`config.mk`:
```
export PLATFORM = sky130hd
export DESIGN_NAME = event_ring_log_with_weighted_score_top
export DESIGN_NICKNAME = d
export VERILOG_FILES = /design/src/sv/erl_pkg.sv /design/src/sv/erl_cell.sv /design/src/sv/event_ring_log_with_weighted_score_top.sv
export SDC_FILE = /design/constraint.sdc
export NUM_CORES = 2
export LEC_CHECK = 0
export ABC_AREA = 1
export BUFFER_PORTS_ARGS = -buffer_cell sky130_fd_sc_hd__buf_2
export CELL_PAD_IN_SITES_DETAIL_PLACEMENT = 0
export CELL_PAD_IN_SITES_GLOBAL_PLACEMENT = 1
export CORE_ASPECT_RATIO = 0.9
export CORE_MARGIN = 3
export CORE_UTILIZATION = 45
export CTS_CLUSTER_DIAMETER = 150
export DETAILED_ROUTE_END_ITERATION = 6
export GPL_ROUTABILITY_DRIVEN = 0
export PLACE_DENSITY_LB_ADDON = 0.15
export SLEW_MARGIN = 20
export SYNTH_ARGS = -nofsm -noshare
export SYNTH_HDL_FRONTEND = slang
export SYNTH_SLANG_ARGS = --single-unit
```
`constraint.sdc`:
```
create_clock -name clk -period 105.3 [get_ports clk]
set_input_delay 15.795 -clock clk [delete_from_list [all_inputs] [get_ports clk]]
set_output_delay 15.795 -clock clk [all_outputs]
set_load 0.02 [all_outputs]
```
`src/sv/erl_pkg.sv`:
```
// Shared types, constants and helpers for the event ring log.
// No dependencies; imported by every module of the block.
`timescale 1ns / 1ps
`default_nettype none
package erl_pkg;

	localparam int LOG_DEPTH_DEF = 64;

	localparam int CMD_W     = 3;
	localparam int TYPE_W    = 8;
	localparam int DETAIL_W  = 32;
	localparam int MATCH_W   = 7;
	localparam int SCORE_W   = 17;
	localparam int WEIGHT_W  = 8;
	localparam int NUM_WEIGHTS = 5;
	localparam int REG_IDX_W = 3;

	localparam logic [CMD_W-1:0] CMD_LOG   = 3'd0;
	localparam logic [CMD_W-1:0] CMD_COUNT = 3'd1;
	localparam logic [CMD_W-1:0] CMD_SCORE = 3'd2;
	localparam logic [CMD_W-1:0] CMD_FLUSH = 3'd3;
	localparam logic [CMD_W-1:0] CMD_CLEAR = 3'd4;

	localparam logic [REG_IDX_W-1:0] REG_WEIGHT_HOOK       = 3'd0;
	localparam logic [REG_IDX_W-1:0] REG_WEIGHT_DEBUGGER   = 3'd1;
	localparam logic [REG_IDX_W-1:0] REG_WEIGHT_REPACKAGED = 3'd2;
	localparam logic [REG_IDX_W-1:0] REG_WEIGHT_TAMPER     = 3'd3;
	localparam logic [REG_IDX_W-1:0] REG_WEIGHT_SPEED      = 3'd4;

	localparam logic [TYPE_W-1:0] TYPE_TAMPER     = 8'h01;
	localparam logic [TYPE_W-1:0] TYPE_SPEED      = 8'h02;
	localparam logic [TYPE_W-1:0] TYPE_HOOK       = 8'h03;
	localparam logic [TYPE_W-1:0] TYPE_DEBUGGER   = 8'h04;
	localparam logic [TYPE_W-1:0] TYPE_REPACKAGED = 8'h05;

	typedef logic [NUM_WEIGHTS-1:0][WEIGHT_W-1:0] weights_t;

	localparam weights_t WEIGHT_RESET = {8'd3, 8'd5, 8'd15, 8'd10, 8'd10};

	typedef struct packed {
		logic [TYPE_W-1:0]   etype;
		logic [DETAIL_W-1:0] detail;
	} entry_t;

	function automatic logic [WEIGHT_W-1:0] weight_of(input logic [TYPE_W-1:0] t,
			input weights_t w);
		logic [WEIGHT_W-1:0] r;
		case (t)
			TYPE_HOOK:       r = w[REG_WEIGHT_HOOK];
			TYPE_DEBUGGER:   r = w[REG_WEIGHT_DEBUGGER];
			TYPE_REPACKAGED: r = w[REG_WEIGHT_REPACKAGED];
			TYPE_TAMPER:     r = w[REG_WEIGHT_TAMPER];
			TYPE_SPEED:      r = w[REG_WEIGHT_SPEED];
			default:         r = '0;
		endcase
		return r;
	endfunction

endpackage
`default_nettype wire

```
`src/sv/erl_cell.sv`:
```
// One cell of the log chain: holds one entry and passes it to its neighbor.
// Depends on erl_pkg for the entry type.
`timescale 1ns / 1ps
`default_nettype none
module erl_cell (
	input  wire             clk,
	input  wire             en,
	input  erl_pkg::entry_t d,
	output erl_pkg::entry_t q
);
	import erl_pkg::*;

	entry_t entry_q;

	always_ff @(posedge clk) begin
		if (en) begin
			entry_q <= d;
		end
	end

	assign q = entry_q;

endmodule
`default_nettype wire

```
`src/sv/event_ring_log_with_weighted_score_top.sv`:
```
// Top level of the event ring log: cell chain, walk control, weights, result register.
// Depends on erl_pkg and erl_cell.
//
//  channel | signals                                          | direction
//  req     | req_valid, req_stall, cmd, event_type, event_detail | in (stall out)
//  rsp     | rsp_valid, rsp_stall, out_type, out_detail,      | out (stall in)
//          | match_count, weighted_score, last_item           |
//  cfg     | cfg_valid, cfg_ready, cfg_index, cfg_data         | in (ready out)
//
// Log, clear and unknown commands leave req_stall low. Count, score and flush rotate the
// cell chain once around: LOG_DEPTH steps, one per cycle while the result register is
// free, so req_stall stays high from the accept until the last step, and any result that
// rsp_stall holds delays the steps.
// Newest entry sits in cell 0; the tail cell sees entries oldest first.
// Reset empties the log and loads the default weights; entries need no reset.
`timescale 1ns / 1ps
`default_nettype none
module event_ring_log_with_weighted_score_top #(
	parameter int LOG_DEPTH = erl_pkg::LOG_DEPTH_DEF
) (
	input  wire                                 clk,
	input  wire                                 arst_n,
	input  wire                                 req_valid,
	output logic                                req_stall,
	input  wire  [erl_pkg::CMD_W-1:0]           cmd,
	input  wire  [erl_pkg::TYPE_W-1:0]          event_type,
	input  wire  [erl_pkg::DETAIL_W-1:0]        event_detail,
	output logic                                rsp_valid,
	input  wire                                 rsp_stall,
	output logic [erl_pkg::TYPE_W-1:0]          out_type,
	output logic [erl_pkg::DETAIL_W-1:0]        out_detail,
	output logic [erl_pkg::MATCH_W-1:0]         match_count,
	output logic [erl_pkg::SCORE_W-1:0]         weighted_score,
	output logic                                last_item,
	input  wire                                 cfg_valid,
	output logic                                cfg_ready,
	input  wire  [erl_pkg::REG_IDX_W-1:0]       cfg_index,
	input  wire  [erl_pkg::WEIGHT_W-1:0]        cfg_data
);
	import erl_pkg::*;

	localparam int K_W   = $clog2(LOG_DEPTH);
	localparam int CNT_W = $clog2(LOG_DEPTH + 1);

	localparam logic ST_IDLE = 1'b0;
	localparam logic ST_WALK = 1'b1;

	logic                 state_q;
	logic [K_W-1:0]       step_q;
	logic [CNT_W-1:0]     fill_q;
	logic [CMD_W-1:0]     cmd_q;
	logic [TYPE_W-1:0]    qtype_q;
	logic [CNT_W-1:0]     cnt_q;
	logic [SCORE_W-1:0]   score_q;
	weights_t             weights_q;

	logic                 rsp_valid_q;
	logic [TYPE_W-1:0]    out_type_q;
	logic [DETAIL_W-1:0]  out_detail_q;
	logic [MATCH_W-1:0]   match_q;
	logic [SCORE_W-1:0]   wscore_q;
	logic                 last_q;

	entry_t chain [LOG_DEPTH];
	entry_t head_d;
	entry_t tail;
	logic   accept;
	logic   log_en;
	logic   out_free;
	logic   advance;
	logic   final_step;
	logic   tail_held;
	logic [CNT_W:0]       pos_sum;
	logic [CNT_W-1:0]     cnt_next;
	logic [SCORE_W-1:0]   score_next;
	logic                 load_out;

	assign accept     = req_valid && !req_stall;
	assign req_stall  = (state_q != ST_IDLE);
	assign cfg_ready  = 1'b1;
	assign log_en     = accept && (cmd == CMD_LOG);
	assign out_free   = !rsp_valid_q || !rsp_stall;
	assign advance    = (state_q == ST_WALK) && out_free;
	assign final_step = (step_q == K_W'(LOG_DEPTH - 1));
	assign tail       = chain[LOG_DEPTH-1];
	assign pos_sum    = (CNT_W+1)'(step_q) + (CNT_W+1)'(fill_q);
	assign tail_held  = (pos_sum >= (CNT_W+1)'(LOG_DEPTH));

	assign head_d = log_en ? entry_t'{etype: event_type, detail: event_detail} : tail;

	genvar gi;
	generate
		for (gi = 0; gi < LOG_DEPTH; gi++) begin : g_cell
			erl_cell u_cell (
				.clk (clk),
				.en  (log_en || advance),
				.d   ((gi == 0) ? head_d : chain[(gi == 0) ? 0 : gi - 1]),
				.q   (chain[gi])
			);
		end
	endgenerate

	always_comb begin
		cnt_next   = cnt_q;
		score_next = score_q;
		if (tail_held && (tail.etype == qtype_q)) begin
			cnt_next = cnt_q + CNT_W'(1);
		end
		if (tail_held) begin
			score_next = score_q + SCORE_W'(weight_of(tail.etype, weights_q));
		end
	end

	always_comb begin
		load_out = 1'b0;
		if (advance) begin
			case (cmd_q)
				CMD_FLUSH:             load_out = tail_held;
				CMD_COUNT, CMD_SCORE:  load_out = final_step;
				default:               load_out = 1'b0;
			endcase
		end
	end

	always_ff @(posedge clk or negedge arst_n) begin
		if (!arst_n) begin
			state_q   <= ST_IDLE;
			step_q    <= '0;
			fill_q    <= '0;
			cmd_q     <= CMD_LOG;
			weights_q <= WEIGHT_RESET;
			rsp_valid_q <= 1'b0;
		end else begin
			if (cfg_valid && cfg_ready) begin
				case (cfg_index)
					REG_WEIGHT_HOOK:       weights_q[REG_WEIGHT_HOOK]       <= cfg_data;
					REG_WEIGHT_DEBUGGER:   weights_q[REG_WEIGHT_DEBUGGER]   <= cfg_data;
					REG_WEIGHT_REPACKAGED: weights_q[REG_WEIGHT_REPACKAGED] <= cfg_data;
					REG_WEIGHT_TAMPER:     weights_q[REG_WEIGHT_TAMPER]     <= cfg_data;
					REG_WEIGHT_SPEED:      weights_q[REG_WEIGHT_SPEED]      <= cfg_data;
					default: ;
				endcase
			end
			if (accept) begin
				cmd_q <= cmd;
				case (cmd)
					CMD_LOG: begin
						if (fill_q != CNT_W'(LOG_DEPTH)) begin
							fill_q <= fill_q + CNT_W'(1);
						end
					end
					CMD_CLEAR: fill_q <= '0;
					CMD_COUNT, CMD_SCORE, CMD_FLUSH: begin
						state_q <= ST_WALK;
						step_q  <= '0;
					end
					default: ;
				endcase
			end
			if (advance) begin
				if (final_step) begin
					state_q <= ST_IDLE;
					step_q  <= '0;
				end else begin
					step_q <= step_q + K_W'(1);
				end
			end
			if (load_out) begin
				rsp_valid_q <= 1'b1;
			end else if (!rsp_stall) begin
				rsp_valid_q <= 1'b0;
			end
		end
	end

	always_ff @(posedge clk) begin
		if (accept) begin
			qtype_q <= event_type;
			cnt_q   <= '0;
			score_q <= '0;
		end else if (advance) begin
			cnt_q   <= cnt_next;
			score_q <= score_next;
		end
		if (load_out) begin
			case (cmd_q)
				CMD_FLUSH: begin
					out_type_q   <= tail.etype;
					out_detail_q <= tail.detail;
					match_q      <= '0;
					wscore_q     <= '0;
					last_q       <= final_step;
				end
				CMD_COUNT: begin
					out_type_q   <= '0;
					out_detail_q <= '0;
					match_q      <= MATCH_W'(cnt_next);
					wscore_q     <= '0;
					last_q       <= 1'b1;
				end
				CMD_SCORE: begin
					out_type_q   <= '0;
					out_detail_q <= '0;
					match_q      <= '0;
					wscore_q     <= score_next;
					last_q       <= 1'b1;
				end
				default: begin
					out_type_q   <= '0;
					out_detail_q <= '0;
					match_q      <= '0;
					wscore_q     <= '0;
					last_q       <= 1'b1;
				end
			endcase
		end
	end

	assign rsp_valid      = rsp_valid_q;
	assign out_type       = out_type_q;
	assign out_detail     = out_detail_q;
	assign match_count    = match_q;
	assign weighted_score = wscore_q;
	assign last_item      = last_q;

endmodule
`default_nettype wire

```
==> summary.md <==
| Metric | Value |
|---|---|
| Outcome | completed |
| Grt met1 use | just under 20% |
| H-Tree Depth | 5 |
| Clk_lat worst skew | a little under 900 ps |
| Crit path DAT | between 20,000 and 25,000 ps |
| Layer with the highest usage | met1 |
| Post-synth cell types | between 40 and 50 |
| Initial Util | a little under half |
| Placed Cells | ~6.2k |
| Number of global-route vias before repair | 30.4k |
| M3 GR Usage | roughly 2.7% |
| Drt first pass iters | 5 |
| Reg-to-Reg End | g_cell[12].u_cell.q[5]$_DFFE_PP_ |
| Mapped Avg Cell Area | between 20 and 25 um2 |
| Most frequent cells in the layout | edfxtp_1 (2,633), clkbuf_16 (285), nand2_1 (260), nor2_1 (128), buf_2 (125) |
| Remaining DRCs | 0 |
| Relative slew margins | roughly 28% |
| Worst Hold Launch | g_cell[34].u_cell.q[38]$_DFFE_PP_ |
| Top post-synthesis cells by area | edfxtp_1 (93%), dfrtp_1 (1.4%), nand2_1 (1.2%) |
| Deepest clock path buffer count | 4 |
| DR WL/cell | 17.4 um |
| Worst setup EP type | flip-flop |
| Synth Warn # | 0 |
| Fin cells | 6,653 |
| Io pins | roughly 130 |
| Antenna violations before repair | 6 |
| Post-CTS Hold Buffers | 0 |
| Gr usage total | 12.0% |
| Fin crit share | ~22% |
| CP Launch Type | input port |
| Power per cell area | about 27 nW/um2 |
| Die Y | around 420 um |
| Worst r2r path cells | 12 |
| Critical path type | input port to flip-flop |
| Post-DP HPWL | 58,000 um |
| Post-synth ARST share | between 2 and 2.5% |
| Area leader, netlist | edfxtp_1 |
| Total CTS buffers | between 200 and 300 |
| Area delta synth->final | 14.7% |
| Worst Max-Slew Pin Slew | 1080 ps |
| Area fraction of the dominant cell type after synthesis | between 90% and 100% |
| Synthesized instance count | about 3.6k |
| Fin nets | approximately 4.0k |
| Setup TNS | 0 ps |
| #FFs+latches synth | about 2.7k |
| Die Footprint | 194,000 um2 |
| Final ANT Viol Nets | 0 |
| CTS tree | yes |
| M2 GR Usage | 15.4% |
| Post-CTS setup repair buffer count | 0 |
| Seq/Total Area, Yosys | between 90 and 100% |
| Clock Skew | ~60 ps |
| Min Tclk post-route | 23,570 ps |
| Max FO, Critical Path | 80 |
| Initial drt markers | ~3.3k |
| Num rows | 150 |
| Total wire length | 116,000 um |
| RSZ-0062 raised after global routing | false |
| Max Cap Viol | 0 |
| Synth Flop Type | edfxtp_1 |
| Largest net degree at the start of global routing | ~200 |
| WP data required | roughly 110,000 ps |
| Port bufs | between 100 and 150 |
| Sink Count | around 2.7k |
| Syn Std Cell Area | approximately 85,000 um2 |
| Hold depth | 0 |
| Leakage | 31.5 nW |
| Global-route wire length before repair | between 150,000 and 200,000 um |
| Placement Cell Area | approximately 89,000 um2 |
| Clock-pin slew on the worst setup and hold paths | roughly 60 ps |
| Worst IR Drop VDD | approximately 17 uV |
| Hold Crit Endpoint | g_cell[35].u_cell.q[38]$_DFFE_PP_ |
| Final setup fails | 0 |
| Commonest non-fill, non-tap cell in the layout | edfxtp_1 |
| Synth Net Count | about 3.6k |
| Root Buffer | clkbuf_16 |
| R2R Path Start | req_stall$_DFF_PN0_ |
| Post-synth EDFFs | ~2.6k |
| Max Clock Freq | ~42 MHz |
| Final Hold Vio Count | 0 |
| Chip width | around 460 um |
| Design Area, Final | approximately 97,000 um2 |
| Type of the tightest min-delay check | flip-flop to flip-flop |
| Max-slew violations | 0 |
| Layout cells sized above 1 | between 10% and 20% |
| DR vias | approximately 31k |
| R2R setup slack | slightly below 100,000 ps |
| DR vias/cell | roughly 4.7 |
| Core area | between 150,000 and 200,000 um2 |
| CTS resizes | 0 |
| Total gr overflow | 0 |
[sequential cells by signal, summed over array words and instances, names as in the netlist]
name	cells
fill_q	7
match_count	7
step_q	6
out_detail	32
last_item	1
weights_q	40
cmd_q	3
req_stall	1
qtype_q	8
g_cell.u_cell.q	2560
score_q	17
out_type	8
weighted_score	17
cnt_q	7
rsp_valid	1
[where the power goes]
part	internal [W]	total, W	switching (W)	leakage (nW)
Sequential	0.00155	0.00162	0.0000701	24.2
Clock	0.000553	0.000929	0.000376	4.16
Combinational	0.0000156	0.000126	0.000110	3.14
Total	0.00212	0.00268	0.000556	31.5
[worst max-delay path, stage by stage]
cell and delay, ps:
buf_2 80, nand2_1 500, nor2_1 490, nand2_4 340, nand2_4 830, buf_4 860
buf_4 840, buf_4 820, buf_4 720, buf_4 780, buf_4 850, buf_4 850
[logic make-up (layout without fill, tap and decap cells)]
| group | after synthesis | after routing | share of synthesized area [%] |
|---|---|---|---|
| compound gates | 139 | 139 | 0.885 |
| xor+xnor | 27 | 27 | 0.278 |
| simple gates | 500 | 500 | 2.49 |
| buf+inv | 152 | 742 | 0.711 |
| flops | 2715 | 2715 | 95.3 |
| other cells | 1 | 2 | 0.00441 |
| fa+ha+maj | 20 | 20 | 0.312 |
[cell usage after synthesis, types with 2 or more instances]
library cell and n:
clkinv_1 2, buf_6 2, xnor2_1 15, or2_2 2, o31ai_1 4, fa_1 2, xor2_1 12, nor2_1 129
inv_2 3, nand2_2 5, edfxtp_1 2633, dfxtp_1 24, inv_1 117, nand4_1 11, o21ai_0 50, dfrtp_1 46
buf_2 9, nand2_1 262, a21oi_1 69, o21ai_2 6, nand3_1 72, o211ai_1 2, nor4_4 2, buf_4 2
nor3_1 10, o22ai_1 3, clkbuf_1 17, ha_1 18, dfstp_2 12
[metrics by stage]
stage / hold slack [ps] / utilization (%) / power (W) / setup WS, ps
finish: 366 / 52.2 / 0.00268 / 81730
global route: 366 / 52.2 / 0.00280 / 80990
CTS: 362 / 52.2 / 0.00273 / 81610
detailed placement: 405 / 47.6 / 0.00178 / 80540
global placement: 400 / 47.6 / 0.00177 / 80790
floorplan: 400 / - / 0.00238 / 30490
[per-layer routing]
layer	up-vias	part of all wire (%)	routed length (um)
met4	0	3.1	3550
met2	490	41	47800
met1	15900	52	59800
li1	14600	-	-
met5	-	0	0
met3	284	4.0	4610
[how the worst max path moves through the flow]
stage              start                                end  slack, ps  cells after the start
3_5_place_dp   req_valid  g_cell[10].u_cell.q[15]$_DFFE_PP_      80540                     12
4_1_cts        req_valid   g_cell[12].u_cell.q[5]$_DFFE_PP_      81610                     12
6_report       req_valid   g_cell[12].u_cell.q[5]$_DFFE_PP_      81730                     12
3_3_place_gp   req_valid  g_cell[10].u_cell.q[15]$_DFFE_PP_      80790                     12
5_1_grt        req_valid   g_cell[9].u_cell.q[15]$_DFFE_PP_      80990                     12
2_1_floorplan  rsp_stall    g_cell[0].u_cell.q[0]$_DFFE_PP_      30490                      4
[area by class of cell]
class	instances	area (um2)
Antenna cell	1	2.50
Clock buffer	336	7320
Clock inverter	126	1210
Fill cell	14400	89300
Inverter	122	458
Multi-Input combinational cell	687	3390
Sequential cell	2715	81000
Tap cell	2508	3140
Timing Repair Buffer	158	922
Power figures use the tool's default switching activity.
